### src/rtl/ksel_pkg.sv
// Shared widths, defaults and the beat type that travels along the cell row.
`default_nettype none
package ksel_pkg;

  localparam int MaxItemsDef = 1024;
  localparam int KeyW        = 32;
  localparam int RankW       = 11;
  localparam int StatusW     = 2;

  typedef struct packed {
    logic              vld;
    logic signed [KeyW-1:0] key;
  } wave_t;

endpackage
`default_nettype wire

### src/rtl/ksel_cell.sv
// One cell of the insertion chain: keeps one key, passes the larger one on.
`default_nettype none
module ksel_cell
  import ksel_pkg::*;
#(
  parameter int CntW = 11,
  parameter int Idx  = 0
) (
  input  wire logic                   clk_i,
  input  wire logic                   rst_ni,
  input  wire wave_t                  wave_i,
  input  wire logic [CntW-1:0]        tag_i,
  input  wire logic                   shift_i,
  input  wire logic signed [KeyW-1:0] nbr_key_i,
  output wave_t                       wave_o,
  output logic [CntW-1:0]             tag_o,
  output logic signed [KeyW-1:0]      key_o
);

  localparam logic [CntW-1:0] IdxL = CntW'(Idx);

  logic signed [KeyW-1:0] key_d, key_q;
  logic                   vld_d, vld_q;
  logic signed [KeyW-1:0] pkey_d, pkey_q;
  logic [CntW-1:0]        tag_d, tag_q;

  always_comb begin
    key_d  = key_q;
    vld_d  = 1'b0;
    pkey_d = wave_i.key;
    tag_d  = tag_i;
    if (shift_i) begin
      key_d = nbr_key_i;
    end else if (wave_i.vld) begin
      if (tag_i == IdxL) begin
        // first free slot: the beat settles here
        key_d = wave_i.key;
      end else if ($signed(wave_i.key) < key_q) begin
        key_d  = wave_i.key;
        vld_d  = 1'b1;
        pkey_d = key_q;
      end else begin
        vld_d = 1'b1;
      end
    end
  end

  always_ff @(posedge clk_i or negedge rst_ni) begin
    if (!rst_ni) begin
      vld_q <= 1'b0;
    end else begin
      vld_q <= vld_d;
    end
  end

  always_ff @(posedge clk_i) begin
    key_q  <= key_d;
    pkey_q <= pkey_d;
    tag_q  <= tag_d;
  end

  assign wave_o = '{vld: vld_q, key: pkey_q};
  assign tag_o  = tag_q;
  assign key_o  = key_q;

endmodule
`default_nettype wire

### config.mk
export PLATFORM = sky130hd
export DESIGN_NAME = ksel_cell
export DESIGN_NICKNAME = d
export VERILOG_FILES = /design/src/rtl/ksel_pkg.sv /design/src/rtl/ksel_cell.sv
export SDC_FILE = /design/constraint.sdc
export NUM_CORES = 1
export LEC_CHECK = 0
export BUFFER_PORTS_ARGS = -buffer_cell sky130_fd_sc_hd__buf_2
export CAP_MARGIN = 30
export CORE_MARGIN = 8
export CORE_UTILIZATION = 24
export CTS_BUF_LIST = sky130_fd_sc_hd__clkbuf_4 sky130_fd_sc_hd__clkbuf_8
export DETAILED_ROUTE_END_ITERATION = 10
export SLEW_MARGIN = 10
export SYNTH_ARGS = -nofsm -noshare
export SYNTH_HDL_FRONTEND = slang
export SYNTH_SLANG_ARGS = --single-unit
export TNS_END_PERCENT = 1
### constraint.sdc
create_clock -name clk_i -period 5 [get_ports clk_i]
set_input_delay 1 -clock clk_i [delete_from_list [all_inputs] [get_ports clk_i]]
set_output_delay 1 -clock clk_i [all_outputs]
set_load 0.03 [all_outputs]
==> results of run 1 <==
[worst max path at each step]
| stage | slack, ns | start | cells past startpoint | endpoint |
|---|---|---|---|---|
| finish | 1.54 | wave_i[21] | 9 | key_o[24] |
| global route | 1.34 | wave_i[23] | 9 | key_o[31] |
| CTS | 1.57 | wave_i[21] | 9 | key_o[12] |
| detailed placement | 1.17 | wave_i[21] | 9 | key_o[9] |
| global placement | 1.17 | wave_i[23] | 9 | key_o[7] |
| floorplan | 0.74 | wave_i[2] | 10 | key_o[0] |
[state kept, by name, indices dropped and copies added, names as in the netlist]
name / count
vld_q: 1
key_o: 32
pkey_q: 32
tag_o: 11
[worst max-delay path: stages]
cell	delay (ns)
buf_2	0.13
ha_1	0.30
a21oi_1	0.15
o21ai_0	0.19
a221oi_2	0.30
and3_2	0.68
a21oi_1	0.21
nor3_4	0.26
buf_12	0.26
[metal layers]
layer  wire length, um  part of all wire (%)  track usage, %  vias to the layer above
met3              1149                   7.7           3.981                       15
li1                  -                     -               -                     2220
met1              6673                    45           14.17                     2079
met2              6771                    46           19.02                      150
met4               250                   1.7           4.374                        0
met5                 0                     0               0                        -
[area by class of cell]
type,count,area [sq um]
fill,2156,14050
inverter,32,120.1
multi-input combinational,371,2775
timing repair buffer,162,868.3
tap,270,337.8
clock buffer,13,153.9
sequential,76,1847
clock inverter,3,15.01
[kinds of logic after synthesis]
kind of cell    count (synthesis)  share of synthesized area (%)
compound gates                119                          19.04
fa+ha+maj                      31                          7.892
mux                            33                          7.561
flops                          76                          37.58
simple gates                  188                          21.23
buf+inv                        77                          6.695
[cells in the final DEF (no fill, tap or decap), types with 18 or more instances in the layout]
| cell type | synthesis | layout |
|---|---|---|
| ha_1 | 31 | 30 |
| o211ai_1 | 31 | 31 |
| dfxtp_1 | 43 | 43 |
| a21oi_1 | 45 | 45 |
| and3_1 | 32 | 31 |
| a311oi_2 | 18 | 18 |
| nand2_1 | 70 | 69 |
| or3_1 | 30 | 30 |
| edfxtp_1 | 32 | 32 |
| mux2_2 | 32 | 32 |
| inv_1 | 31 | 31 |
| nor3b_1 | 31 | 31 |
| buf_2 | 8 | 154 |
[per-stage QoR]
step | instances | utilization (%) | hold WS, ns
after floorplan | 524 | - | 0.7044
after global placement | 910 | 29.39 | 0.5622
after detailed placement | 910 | 29.39 | 0.5492
after CTS | 926 | 30.23 | 0.3598
after global routing | 927 | 30.33 | 0.3604
final | 927 | 30.33 | 0.3939
[power by group]
part           switching, mW  total (mW)  internal [mW]  leakage, nW
combinational          0.580       0.876          0.296         1.86
clock                  0.227       0.427          0.200       0.0948
sequential            0.0464       0.806          0.760        0.693
==> impl_metrics.py, run 1 <==
metrics = {
    "setup_path": {
        "r2r_start": "key_o[21]",
        "crit_required_ns": 5.05,
        "r2r.worst_path.cells": 9,
        "start_kind": "primary input",
        "crit_fanout": 32,
        "r2r_slack_ns": 1.86,
        "path_class": "primary input to flip-flop",
        "worstSetupEndpointType": "flip-flop",
        "r2r_end": "key_o[24]",
        "cp.arrival_ns": 3.51,
    },
    "drt": {
        "initialDrtViolationCount": 262,
        "wl_um": 14850,
        "post-route-drc-count": 0,
        "via_per_inst": 4.816,
        "dr.pass1.iters": 4,
        "ant_nets": 0,
        "wl_per_cell_um": 16.01,
        "vias": 4464,
    },
    "timing": {
        "hold_violations": 0,
        "finalSetupViolations": 0,
        "tightest_slew_ns": 0.8068,
        "post-route-period-util_pct": 69.24,
        "max_freq_ghz": 0.2888,
        "rsz0062_at_grt": "false",
        "finalSetupTns_ns": 0,
        "relSlewSlack_pct": 46.15,
        "drv_slew": 0,
        "period_minus_slack_ns": 3.462,
        "setup_ws_ns": 1.538,
        "finClkSkew_ns": 0.01378,
    },
    "power_and_ir_drop": {
        "power-per-cell-area_nw_per_um2": 344.9,
        "total_power_mw": 2.110,
        "max-vdd-ir-drop_mv": 0.1138,
        "power.leakage_nw": 2.651,
    },
    "grt": {
        "grt_pass1_vias": 4619,
        "grt_usage_pct": 11.74,
        "overflow": 0,
        "grt_max_degree": 127,
        "antenna_found_initial": 0,
        "grt_pass1_wl_um": 24140,
    },
    "clock_network": {
        "cts_made_buffers": 9,
        "cts_hold_buf": 0,
        "clockBufferDepth": 2,
        "tritoncts": "done",
        "cts_setup_buffers": 0,
        "cts_resized": 0,
        "clk_transition_reported_paths_ns": 0.08,
        "htree_levels": 3,
        "cts-root-buf": "clkbuf_8",
        "clock_latency_ns": 0.36,
        "cts_sinks": 76,
    },
    "placement": {
        "dpl_worst_slack_ns": 1.174,
        "place_area_sq_um": 5928,
        "gp_congestion": 0.7040,
        "port-buffer-count": 154,
        "place_hpwl_um": 10560,
    },
    "logic_synthesis": {
        "synth_top_area_share_pct": 19.55,
        "ys_types": 38,
        "synthCells": 524,
        "synth_top_cell_by_area": "edfxtp_1",
        "yosysSeqAreaShare_pct": 37.58,
        "syn_area_sq_um": 4915,
        "synth_area_per_cell_sq_um": 9.379,
        "yosysMostFrequentCell": "nand2_1",
        "syn_nets": 634,
        "ys_ff_latch": 76,
        "synthTopCellsByArea": "edfxtp_1, dfxtp_1, ha_1, mux2_2, a311oi_2",
        "synthFlopType": "dfxtp_1",
        "synthArstFlopShare_pct": 1.316,
        "synth-edff-count": 32,
        "synth_common_cells": "nand2_1, a21oi_1, dfxtp_1",
        "synth_warnings": 0,
    },
    "die": {
        "die_height_um": 159.1,
        "start_util_pct": 24.37,
        "die-area_sq_um": 25310,
        "fp-row-count": 52,
        "die_x_um": 159.1,
        "io_pins": 155,
        "core_area_sq_um": 20170,
    },
    "finish": {
        "nets": 762,
        "area_delta_synth_final_pct": 24.47,
        "drive_gt1_share_pct": 36.23,
        "diodes": 0,
        "finalInstanceArea_sq_um": 6117,
    },
    "hold_path": {
        "hold_class": "primary input to async pin",
    },
    "job": {
        "drv_cap": 0,
    },
    "status": {
        "outcome": "complete, no violations",
    },
}
No activity file was read; power rests on OpenSTA's default activity.
==> inputs of run 2 (changes only) <==
==> constraint.sdc (replaced) <==
create_clock -name clk_i -period 3.1 [get_ports clk_i]
set_input_delay 0.62 -clock clk_i [delete_from_list [all_inputs] [get_ports clk_i]]
set_output_delay 0.62 -clock clk_i [all_outputs]
set_load 0.03 [all_outputs]
==> run 2 against run 1 <==
Net effect: final cell count is 1.4% higher; critical path depth is 2 higher; die area stayed put; non-clock buffer count is 12 higher; sequential cell count stayed put; critical endpoint is now key_o[4]; largest power group unchanged; highest routed layer unchanged.
==> impl_metrics.py, run 2 (synthesized netlist as in run 1, its figures left out) <==
metrics = {
    "setup_path": {
        "crit_fanout": 15,
        "worstSetupEndpointType": "flip-flop",
        "cp.arrival_ns": 2.82,
        "crit_required_ns": 3.15,
        "start_kind": "flip-flop",
        "path_class": "flip-flop to flip-flop",
    },
    "die": {
        "die_height_um": 159.1,
        "die_x_um": 159.1,
        "core_area_sq_um": 20170,
        "io_pins": 155,
        "fp-row-count": 52,
        "die-area_sq_um": 25310,
        "start_util_pct": 24.37,
    },
    "drt": {
        "dr.pass1.iters": 4,
        "via_per_inst": 4.744,
        "vias": 4459,
        "wl_per_cell_um": 15.91,
        "post-route-drc-count": 0,
        "ant_nets": 0,
        "wl_um": 14960,
        "initialDrtViolationCount": 237,
    },
    "placement": {
        "gp_congestion": 0.7286,
        "placed_cells": 922,
        "port-buffer-count": 154,
        "place_hpwl_um": 11100,
        "dpl_worst_slack_ns": 0.02687,
    },
    "timing": {
        "finalSetupViolations": 0,
        "rsz0062_at_grt": "false",
        "tightest_slew_ns": 0.6047,
        "hold_violations": 0,
        "finClkSkew_ns": 0.01146,
        "relSlewSlack_pct": 59.63,
        "finalSetupTns_ns": 0,
        "setup_ws_ns": 0.3369,
        "period_minus_slack_ns": 2.763,
        "post-route-period-util_pct": 89.13,
        "drv_slew": 0,
        "max_freq_ghz": 0.3619,
    },
    "power_and_ir_drop": {
        "power.leakage_nw": 2.714,
        "total_power_mw": 3.517,
        "max-vdd-ir-drop_mv": 0.3308,
        "power-per-cell-area_nw_per_um2": 562.6,
    },
    "clock_network": {
        "clock_latency_ns": 0.37,
        "cts_hold_buf": 1,
        "cts_made_buffers": 9,
        "cts_resized": 0,
        "cts-root-buf": "clkbuf_8",
        "htree_levels": 3,
        "clockBufferDepth": 2,
        "clk_transition_reported_paths_ns": 0.08,
        "tritoncts": "done",
        "cts_sinks": 76,
        "cts_setup_buffers": 0,
    },
    "grt": {
        "grt_max_degree": 65,
        "overflow": 0,
        "grt_usage_pct": 11.89,
        "antenna_found_initial": 1,
        "grt_pass1_vias": 4499,
        "grt_pass1_wl_um": 24340,
    },
    "finish": {
        "nets": 774,
        "area_delta_synth_final_pct": 27.21,
        "final_common_cell": "buf_2",
        "fin_cells": 940,
        "mostFrequentLayoutCells": "buf_2, nand2_1, a21oi_1",
        "drive_gt1_share_pct": 37.67,
    },
    "hold_path": {
        "hold_class": "primary input to flip-flop",
    },
    "job": {
        "drv_cap": 0,
    },
    "status": {
        "outcome": "complete, no violations",
    },
}
## run 2: cell count changes in the layout (fill, tap and decap cells not counted), sizes merged
cell / before / now
buf: 162 / 173
diode: 0 / 1
dlygate4sd3: 0 / 1
inv: 32 / 35
bufinv: 0 / 1
clkbuf: 13 / 9
## run 2: worst paths after layout
check	start	end	slack, ns	cells after the start
setup / recovery	key_o[2]	key_o[4]	0.34	11
hold / removal	tag_i[10]	tag_o[10]	0.36	1
setup reg to reg	key_o[2]	key_o[4]	0.34	11
min in group asynchronous	rst_ni	vld_q	0.54	2
hold reg to reg	key_o[31]	pkey_q[31]	0.61	1
max in group asynchronous	rst_ni	vld_q	2.48	2
## run 2: power breakdown
part,internal (mW),total (mW),switching (mW)
Clock,0.377,0.781,0.404
Sequential,1.23,1.30,0.0786
Combinational,0.496,1.43,0.936
Total,2.10,3.52,1.42
## run 2: critical path, stage by stage, from the launching register on
cell	delay, ns
edfxtp_1	0.46
inv_2	0.10
ha_4	0.19
a211o_1	0.24
a31oi_1	0.13
o311a_1	0.22
nor3_2	0.07
o31ai_4	0.24
buf_4	0.24
a21oi_4	0.08
nor3_4	0.20
buf_4	0.29
## run 2: metrics by stage
stage	hold slack, ns	util, %	cell area (sq um)
finish	0.3646	31.00	6252
global route	0.3337	31.00	6252
CTS	0.3334	30.99	6250
detailed placement	0.3993	29.96	6042
global placement	0.3947	29.96	6042
floorplan	0.3244	-	4951
## run 2: layout make-up
cell class	instances	area (sq um)
Antenna cell	1	2.502
Clock buffer	9	123.9
Clock inverter	7	73.82
Fill cell	2145	13920
Inverter	32	120.1
Multi-Input combinational cell	371	2799
Sequential cell	76	1847
Tap cell	270	337.8
Timing Repair Buffer	174	948.4
## run 2: routing by layer
| layer | track usage (%) | share of wire (%) | up-vias |
|---|---|---|---|
| li1 | - | - | 2242 |
| met1 | 14.83 | 47 | 2074 |
| met2 | 18.82 | 45 | 129 |
| met3 | 4.214 | 7.0 | 14 |
| met4 | 3.774 | 1.7 | 0 |
| met5 | 0 | 0 | - |
